$ cat config.mk
export PLATFORM = sky130hd
export DESIGN_NAME = rut_front
export DESIGN_NICKNAME = d
export VERILOG_FILES = /design/src/sv/reliable_udp_ack_tracker_top_assert.svh /design/src/sv/rut_pkg.sv /design/src/sv/rut_front.sv
export SDC_FILE = /design/constraint.sdc
export NUM_CORES = 1
export LEC_CHECK = 0
export BUFFER_PORTS_ARGS = -buffer_cell sky130_fd_sc_hd__buf_4
export CAP_MARGIN = 20
export CORE_MARGIN = 2
export CORE_UTILIZATION = 40
export DETAILED_ROUTE_END_ITERATION = 8
export GPL_ROUTABILITY_DRIVEN = 0
export PLACE_DENSITY = 0.65
export SLEW_MARGIN = 0
export SYNTH_ARGS = -nofsm -noshare
export SYNTH_HDL_FRONTEND = slang
export SYNTH_SLANG_ARGS = --single-unit
export TNS_END_PERCENT = 20
$ cat constraint.sdc
create_clock -name clk -period 9.3 [get_ports clk]
set_clock_uncertainty 0.1 [all_clocks]
set_input_delay 1.395 -clock clk [delete_from_list [all_inputs] [get_ports clk]]
set_output_delay 1.395 -clock clk [all_outputs]
set_load 0.1 [all_outputs]
$ cat src/sv/reliable_udp_ack_tracker_top_assert.svh
// Assertion macros for the ack tracker.
`ifndef RELIABLE_UDP_ACK_TRACKER_TOP_ASSERT_SVH
`define RELIABLE_UDP_ACK_TRACKER_TOP_ASSERT_SVH
`ifndef NO_ASSERTIONS
// same-cycle implication
`define RUT_ASSERT_IMP(lbl, ante, cons, msg) \
    lbl: assert property (@(posedge clk) disable iff (!rst_n) (ante) |-> (cons)) \
        else $error(msg);
// next-cycle implication
`define RUT_ASSERT_NEXT(lbl, ante, cons, msg) \
    lbl: assert property (@(posedge clk) disable iff (!rst_n) (ante) |=> (cons)) \
        else $error(msg);
`else
`define RUT_ASSERT_IMP(lbl, ante, cons, msg)
`define RUT_ASSERT_NEXT(lbl, ante, cons, msg)
`endif
`endif

$ cat src/sv/rut_pkg.sv
// Shared types, constants and helpers of the ack tracker.
`default_nettype none
package rut_pkg;

    localparam int PEND_DEPTH_DEF = 64;
    localparam int RECV_DEPTH_DEF = 64;
    localparam int RECV_SPAN_DEF  = 34;
    localparam int MAX_ACKS       = 33;
    localparam int ACK_WINDOW     = 31;
    localparam int FILL_W         = 11;
    localparam int QUEUE_DEPTH    = 2;
    localparam logic [15:0] RTT_MAX_RESET = 16'd1000;

    typedef enum logic [1:0] {
        OP_SEND = 2'd0,
        OP_RECV = 2'd1,
        OP_ACK  = 2'd2,
        OP_TICK = 2'd3
    } op_t;

    typedef enum logic {
        REG_RTT_MAX = 1'b0,
        REG_NONE    = 1'b1
    } reg_idx_t;

    typedef struct packed {
        logic [1:0]  action;
        logic [31:0] now_ms;
        logic [31:0] seq_in;
        logic [31:0] ack_seq;
        logic [31:0] ack_bits_in;
    } in_beat_t;

    typedef struct packed {
        logic        last;
        logic        acked_valid;
        logic [31:0] acked_seq;
        logic [31:0] local_seq;
        logic [31:0] remote_seq;
        logic [31:0] ack_bits;
        logic [31:0] sent_count;
        logic [31:0] recv_count;
        logic [31:0] lost_count;
        logic [31:0] acked_count;
        logic [31:0] rtt_est;
    } out_beat_t;

    typedef struct packed {
        op_t         op;
        logic [31:0] now_ms;
        logic [31:0] seq;
        logic [31:0] ack;
        logic [31:0] abits;
    } cmd_t;

    typedef struct packed {
        logic              idle;
        logic [FILL_W-1:0] pend_fill;
        logic [FILL_W-1:0] recv_fill;
    } eng_stat_t;

    // Four quotient bits of a long division by ten; returns {quotient, remainder}.
    function automatic logic [7:0] div10_step(input logic [3:0] rem, input logic [3:0] din);
        logic [4:0] r5;
        logic [3:0] r;
        logic [3:0] q;
        r = rem;
        q = 4'd0;
        for (int k = 3; k >= 0; k--)
        begin
            r5 = {r, din[k]};
            if (r5 >= 5'd10)
            begin
                r5 = r5 - 5'd10;
                q[k] = 1'b1;
            end
            r = r5[3:0];
        end
        return {q, r};
    endfunction

endpackage
`default_nettype wire

$ cat src/sv/rut_front.sv
// Command intake: decode and a short queue toward the engine.
`default_nettype none
module rut_front (
    input  wire logic              clk,
    input  wire logic              rst_n,
    input  wire logic              start,
    input  wire rut_pkg::in_beat_t item,
    output logic                   busy,
    output logic                   cmd_valid,
    output rut_pkg::cmd_t          cmd,
    input  wire logic              cmd_pop
);
    localparam int QA_W = $clog2(rut_pkg::QUEUE_DEPTH);
    localparam int QC_W = $clog2(rut_pkg::QUEUE_DEPTH + 1);

    rut_pkg::cmd_t    q_reg [rut_pkg::QUEUE_DEPTH];
    logic [QA_W-1:0]  wp_reg, wp_next;
    logic [QA_W-1:0]  rp_reg, rp_next;
    logic [QC_W-1:0]  cnt_reg, cnt_next;
    rut_pkg::cmd_t    dec;
    logic             push;
    logic             pop;

    always_comb
    begin
        dec.op     = rut_pkg::op_t'(item.action);
        dec.now_ms = item.now_ms;
        dec.seq    = item.seq_in;
        dec.ack    = item.ack_seq;
        dec.abits  = item.ack_bits_in;
    end

    assign busy      = (cnt_reg == QC_W'(rut_pkg::QUEUE_DEPTH));
    assign push      = start && !busy;
    assign cmd_valid = (cnt_reg != '0);
    assign pop       = cmd_pop && cmd_valid;
    assign cmd       = q_reg[rp_reg];

    always_comb
    begin
        wp_next  = wp_reg;
        rp_next  = rp_reg;
        cnt_next = cnt_reg;
        if (push)
        begin
            wp_next = (wp_reg == QA_W'(rut_pkg::QUEUE_DEPTH - 1)) ? '0 : wp_reg + 1'b1;
        end
        if (pop)
        begin
            rp_next = (rp_reg == QA_W'(rut_pkg::QUEUE_DEPTH - 1)) ? '0 : rp_reg + 1'b1;
        end
        if (push && !pop)
        begin
            cnt_next = cnt_reg + 1'b1;
        end
        else if (pop && !push)
        begin
            cnt_next = cnt_reg - 1'b1;
        end
    end

    always_ff @(posedge clk or negedge rst_n)
    begin
        if (!rst_n)
        begin
            wp_reg  <= '0;
            rp_reg  <= '0;
            cnt_reg <= '0;
        end
        else
        begin
            wp_reg  <= wp_next;
            rp_reg  <= rp_next;
            cnt_reg <= cnt_next;
        end
    end

    always_ff @(posedge clk)
    begin
        if (push)
        begin
            q_reg[wp_reg] <= dec;
        end
    end
endmodule
`default_nettype wire

==> impl_results.md, run 1 <==
* Crit path kind: flip-flop to output pin
* ANT nets after route at 0
* Crit path DAT at between 3 and 4 ns
* Worst skew pair latency at 0.51 ns
* CP Capture Type: output pin
* Highest metal used: met4
* Critical R2R Capture: q_reg[1][108]
* Syn. warnings at 0
* # H-tree levels at 1
* Metal-1 WL at about 7900 um
* Cts repair resizes at 0
* Origin of the critical flop-to-flop path: cnt_reg[0]
* WP data required at ~8 ns
* # Post-CTS Setup Buffers at 0
* Root Driver: clkbuf_16
* Post-layout minimum cycle time at 4.73 ns
* Fin crit share at slightly above 50%
* DRC errors left at 0
* CP Cell Sequence: buf_4 > buf_16 > buf_4 > mux2_2 > buf_4
* Detail Route met3 WL at 1520 um
* Area Growth Syn to Fin at 32.1%
* WP buf/inv at 4
* Cell area after layout at 13200 sq um
* Max-cap violations at 0
* Sequential-to-total area share from yosys stat at 79.4%
* DR vias at 4908
* Hold Path End: cnt_reg[1]
* FMAX at between 200 and 250 MHz
* Rel. slew slack at 33.2%
* Port bufs at 265
* R2r worst-path depth at 4
* Final setup TNS at 0 ns
* Yosys cell types at 16
* WHS at 0.390 ns
* CTS sink count at 264
* Final WL at 19400 um
* Endpoints failing hold at 0
* Hpwl dp at around 13000 um
* Seq cells post-synth at 264
* Critical path's top delay family: buffers and inverters
* DR WL met2 at 9440 um
* Cell taking the most area after synthesis: edfxtp_1
* CP most frequent cell: buf_4
* Area post-placement at 12300 sq um
* Fin nets at 845
* Total global-route track usage at ~14%
* Synth area leaders: edfxtp_1 (78%), mux2_4 (14%), mux2_2 (4.5%)
* Die X at 162 um
* Slew Viols, Final at 0
* Number of top-level pins at 266
* Hold depth at 1
* Hold Crit Start: cnt_reg[1]
* CORE AREA at 24400 sq um
* # setup viols final at 0
* Fillers at about 2000
* RSZ-0062 raised after global routing: no
* Max reg flops at 260
* Worst-path maximum fanout at 54
* CTS Buffer Depth at 3
* Routed len/inst at 18.4 um
* Initial antenna violation count at 0
* Drt initial violations at 286
* Diode count at 0
* Vias in the first global route at 5247
* Reg clk slew, reported paths at 0.06 ns
* Die area at 26200 sq um
* Status: complete, no violations
* Initial Utilization at between 40% and 50%
* Min-delay worst type: flip-flop to flip-flop
* CP peak stage delay at ~0.86 ns
* Hold_buf cts at 0
* First-pass GRT wire length at between 20000 and 30000 um
* Pin count of the biggest net entering global routing at 79
* Die H at 162 um
* Net Count, Synth at 559
* Startpoint Class: flip-flop
* Ratio of cells with drive above 1 in the final layout at 60.6%
* # rows at 57
* Total CTS buffers at 27
* Top-area cell type share of the netlist area at 78.4%
* Cell count after synthesis at 424
* Drt first pass iters at 4
* Overflow after GRT at 0
* TritonCTS clock tree: yes
* R2R setup slack at 6.77 ns
* Vias per inst at 4.67
* CP max-delay cell: buf_4
* Cell area after synthesis at 9950 sq um
* Worst Max-Slew Pin Slew at 1.00 ns
* Syn avg cell area at 23.5 sq um
## per-layer routing
metal / track usage (%) / up-vias
li1: - / 2252
met1: 17.3 / 2419
met2: 24.4 / 199
met3: 3.93 / 38
met4: 4.63 / 0
met5: 0 / -
## kinds of logic after synthesis
| group | synth area share (%) |
|---|---|
| DFF | 79.4 |
| muxes | 18.1 |
| buffers and inverters | 1.56 |
| and+or+nand+nor | 0.340 |
| xor gates and xnor gates | 0.440 |
| adders and majority gates | 0.126 |
## metrics by stage
step | instances | utilization (%) | setup WS [ns]
3_3_place_gp | 1003 | 50.2 | 4.76
6_report | 1052 | 53.9 | 4.57
3_5_place_dp | 1003 | 50.2 | 4.72
2_1_floorplan | 424 | - | 1.69
4_1_cts | 1050 | 53.7 | 4.17
5_1_grt | 1052 | 53.9 | 4.39
## cell usage after synthesis, drive strengths merged
library cell and instances:
ha 1, and3 1, xor2 2, edfxtp 260, xnor2 3, dfrtp 4, nand2b 1, buf 15
nor2 2, mux2 130, or2 1, nand2 2, inv 2
## cell usage in the layout (no fill, tap or decap), types with 2 or more instances in the layout
cell,count
buf_16,2
buf_4,270
bufinv_16,3
clkbuf_1,8
clkbuf_16,27
clkinv_1,4
clkinv_2,4
dfrtp_1,3
edfxtp_1,260
inv_1,2
mux2_2,40
mux2_4,90
nand2_1,2
xnor2_1,3
xor2_1,2
## worst max-delay path by stage
stage               startpoint          end  cells after the start  slack, ns
finish                  rp_reg     cmd[111]                      5       4.57
global route            rp_reg     cmd[111]                      5       4.39
CTS                     rp_reg     cmd[111]                      4       4.17
detailed placement      rp_reg     cmd[111]                      4       4.72
global placement        rp_reg     cmd[111]                      4       4.76
floorplan                start  q_reg[0][0]                      2       1.69
## area by class of cell
cell class / instances / area, sq um / share of cell area (%)
Multi-Input combinational cell: 143 / 1900 / 14.5
Sequential cell: 264 / 7910 / 60.2
Inverter: 2 / 7.51 / 0.0571
Timing Repair Buffer: 272 / 2080 / 15.8
Clock buffer: 35 / 706 / 5.37
Tap cell: 324 / 405 / 3.08
Clock inverter: 12 / 134 / 1.02
Power of run 1 is left out: the tool's default activity adds up to more than one toggle a clock period on the data nets, which glitch-free logic cannot reach.
==> run 2: changes to the inputs <==
--- a/config.mk
+++ b/config.mk
@@ -11,7 +11,7 @@
 export CORE_UTILIZATION = 40
 export DETAILED_ROUTE_END_ITERATION = 8
 export GPL_ROUTABILITY_DRIVEN = 0
-export PLACE_DENSITY = 0.65
+export PLACE_DENSITY = 0.68
 export SLEW_MARGIN = 0
 export SYNTH_ARGS = -nofsm -noshare
 export SYNTH_HDL_FRONTEND = slang
==> constraint.sdc (replaced) <==
create_clock -name clk -period 4.25 [get_ports clk]
set_clock_uncertainty 0.1 [all_clocks]
set_input_delay 0.6375 -clock clk [delete_from_list [all_inputs] [get_ports clk]]
set_output_delay 0.6375 -clock clk [all_outputs]
set_load 0.1 [all_outputs]
==> run 2 against run 1 <==
  * Wire length fell by 1.8%
  * Non-clock buffer count did not move
  * Die area did not move
  * Sequential cell count did not move
  * Hold slack got worse by 0.20 ns
  * Via count fell by 0.77%
==> impl_results.md, run 2 (same netlist as run 1, synthesis figures left out) <==
* Port bufs at 265 (unchanged)
* Slew Viols, Final at 0 (unchanged)
* Hpwl dp at 12700 um (-0.32%)
* Crit path kind: flip-flop to output pin
* Max reg flops at 260 (unchanged)
* DR vias at 4870 (-0.77%)
* Die X at 162 um (unchanged)
* Final std cells w/o fill at 1053 (+0.095%)
* Total CTS buffers at 28 (+3.7%)
* FMAX at roughly 330 MHz
* Overflow after GRT at 0 (unchanged)
* Worst Max-Slew Pin Slew at 0.978 ns (-0.0245 ns)
* Root Driver: clkbuf_16
* Area Growth Syn to Fin at 32.4%
* # setup viols final at 0 (unchanged)
* Crit path DAT at 2.34 ns (-0.90 ns)
* Die area at 26200 sq um (unchanged)
* Worst-path maximum fanout at 57 (+5.6%)
* Final WL at 19000 um (-1.8%)
* Pin count of the biggest net entering global routing at 72 (-8.9%)
* Die H at 162 um (unchanged)
* First-pass GRT wire length at 28600 um (+0.14%)
* Rel. slew slack at 34.8% (+1.6 points)
* CORE AREA at 24400 sq um (unchanged)
* # H-tree levels at 1 (unchanged)
* Placed insts at 1004 (+0.10%)
* CTS sink count at 264 (unchanged)
* Fin nets at 846 (+0.12%)
* Most common cell after layout, fill and taps aside: buf_4
* Endpoints failing hold at 0 (unchanged)
* Drt initial violations at 264 (-7.7%)
* Min-delay worst type: input port to flip-flop
* WP data required at 3.51 ns (-4.30 ns)
* Met1 GRT Util at 16.4% (-0.90 points)
* Fin crit share at just over 70%
* Vias per inst at 4.62 (-0.87%)
* Post-layout minimum cycle time at 3.07 ns
* TritonCTS clock tree: yes
* ANT nets after route at 0 (unchanged)
* Reg clk slew, reported paths at 0.06 ns (about the same)
* Routed len/inst at 18.1 um (-1.9%)
* DRC errors left at 0 (unchanged)
* # Post-CTS Setup Buffers at 0 (unchanged)
* Met3 GRT Util at 5.06% (+1.1 points)
* Worst skew pair latency at 0.52 ns (about the same)
* Status: complete, no violations
* Met2 Usage GRT at 24.1% (-0.23 points)
* RSZ-0062 raised after global routing: no
* Drt first pass iters at 6 (+2)
* CP Capture Type: output pin
* Total global-route track usage at 13.9% (-0.22 points)
* GRT Max-Usage Layer: met2
* Ratio of cells with drive above 1 in the final layout at 60.5% (-0.083 points)
* Max-cap violations at 0 (unchanged)
* Initial Utilization at 40.8% (unchanged)
* Commonest cells after routing, fill and taps aside: buf_4 (268), edfxtp_1 (260), mux2_4 (90), mux2_2 (40), clkbuf_16 (29)
* CTS Buffer Depth at 3 (unchanged)
* Startpoint Class: flip-flop
* Vias in the first global route at 5275 (+0.53%)
* Diode count at 0 (unchanged)
* Fillers at 1932 (-0.82%)
* # rows at 57 (unchanged)
* Initial antenna violation count at 0 (unchanged)
* Number of top-level pins at 266 (unchanged)
==> run 2: cell count changes in the layout (fill, tap and decap cells not counted) <==
cell	delta
buf_4	-2
dlygate4sd3_1	+1
inv_8	+1
inv_6	-1
clkbuf_1	-2
clkinvlp_4	+1
clkinv_2	-1
buf_12	+3
clkbuf_16	+2
buf_16	-2
clkinv_1	+2
bufinv_16	-1
==> run 2: what timing repair did <==
| item | 4_1_cts | 5_1_grt |
|---|---|---|
| resized for setup | 0 | 0 |
| endpoints found under the hold margin | 4 | 0 |
| setup endpoints to repair | 0 | 0 |
| hold buffers | 1 | 0 |
==> run 2: cell type report <==
cell class	count	area, sq um	area share [%]
well taps	324	405	3.08
multi-input cells	143	1900	14.5
clock buffers	35	748	5.68
flip-flops and latches	264	7910	60.0
repair buffers	272	2080	15.8
inverters	2	7.51	0.0570
clock inverters	13	116	0.883
==> run 2: final timing paths <==
check	startpoint	end	slack [ns]	depth (start not counted)
max	rp_reg	cmd[66]	1.18	3
min	item[75]	q_reg[1][75]	0.19	1
max reg2reg	cnt_reg[0]	q_reg[0][62]	2.11	4
min reg2reg	cnt_reg[1]	cnt_reg[1]	0.41	1
max in group asynchronous	rst_n	rp_reg	3.59	2
min in group asynchronous	rst_n	wp_reg	0.34	2
==> run 2: per-stage QoR <==
| stage | setup WS [ns] | TNS, ns | instance area, sq um | util (%) | hold WS, ns |
|---|---|---|---|---|---|
| 2_1_floorplan | -0.0195 | -2.54 | 9960 | - | 0.242 |
| 3_3_place_gp | 1.76 | 0 | 12300 | 50.4 | 0.334 |
| 3_5_place_dp | 1.73 | 0 | 12300 | 50.4 | 0.338 |
| 4_1_cts | 1.16 | 0 | 13200 | 54.0 | 0.164 |
| 5_1_grt | 1.07 | 0 | 13200 | 54.0 | 0.161 |
| 6_report | 1.18 | 0 | 13200 | 54.0 | 0.192 |
==> run 2: per-layer routing <==
layer / vias up / wire length (um)
met5: - / 0
met4: 0 / 354
met3: 31 / 1760
met2: 179 / 9490
met1: 2411 / 7400
li1: 2249 / -
==> run 2: critical path: stages (launching register included) <==
cell     delay, ns
dfrtp_4       0.71
buf_12        0.40
mux2_4        0.36
buf_4         0.24
Power of run 2 is left out for the same reason.
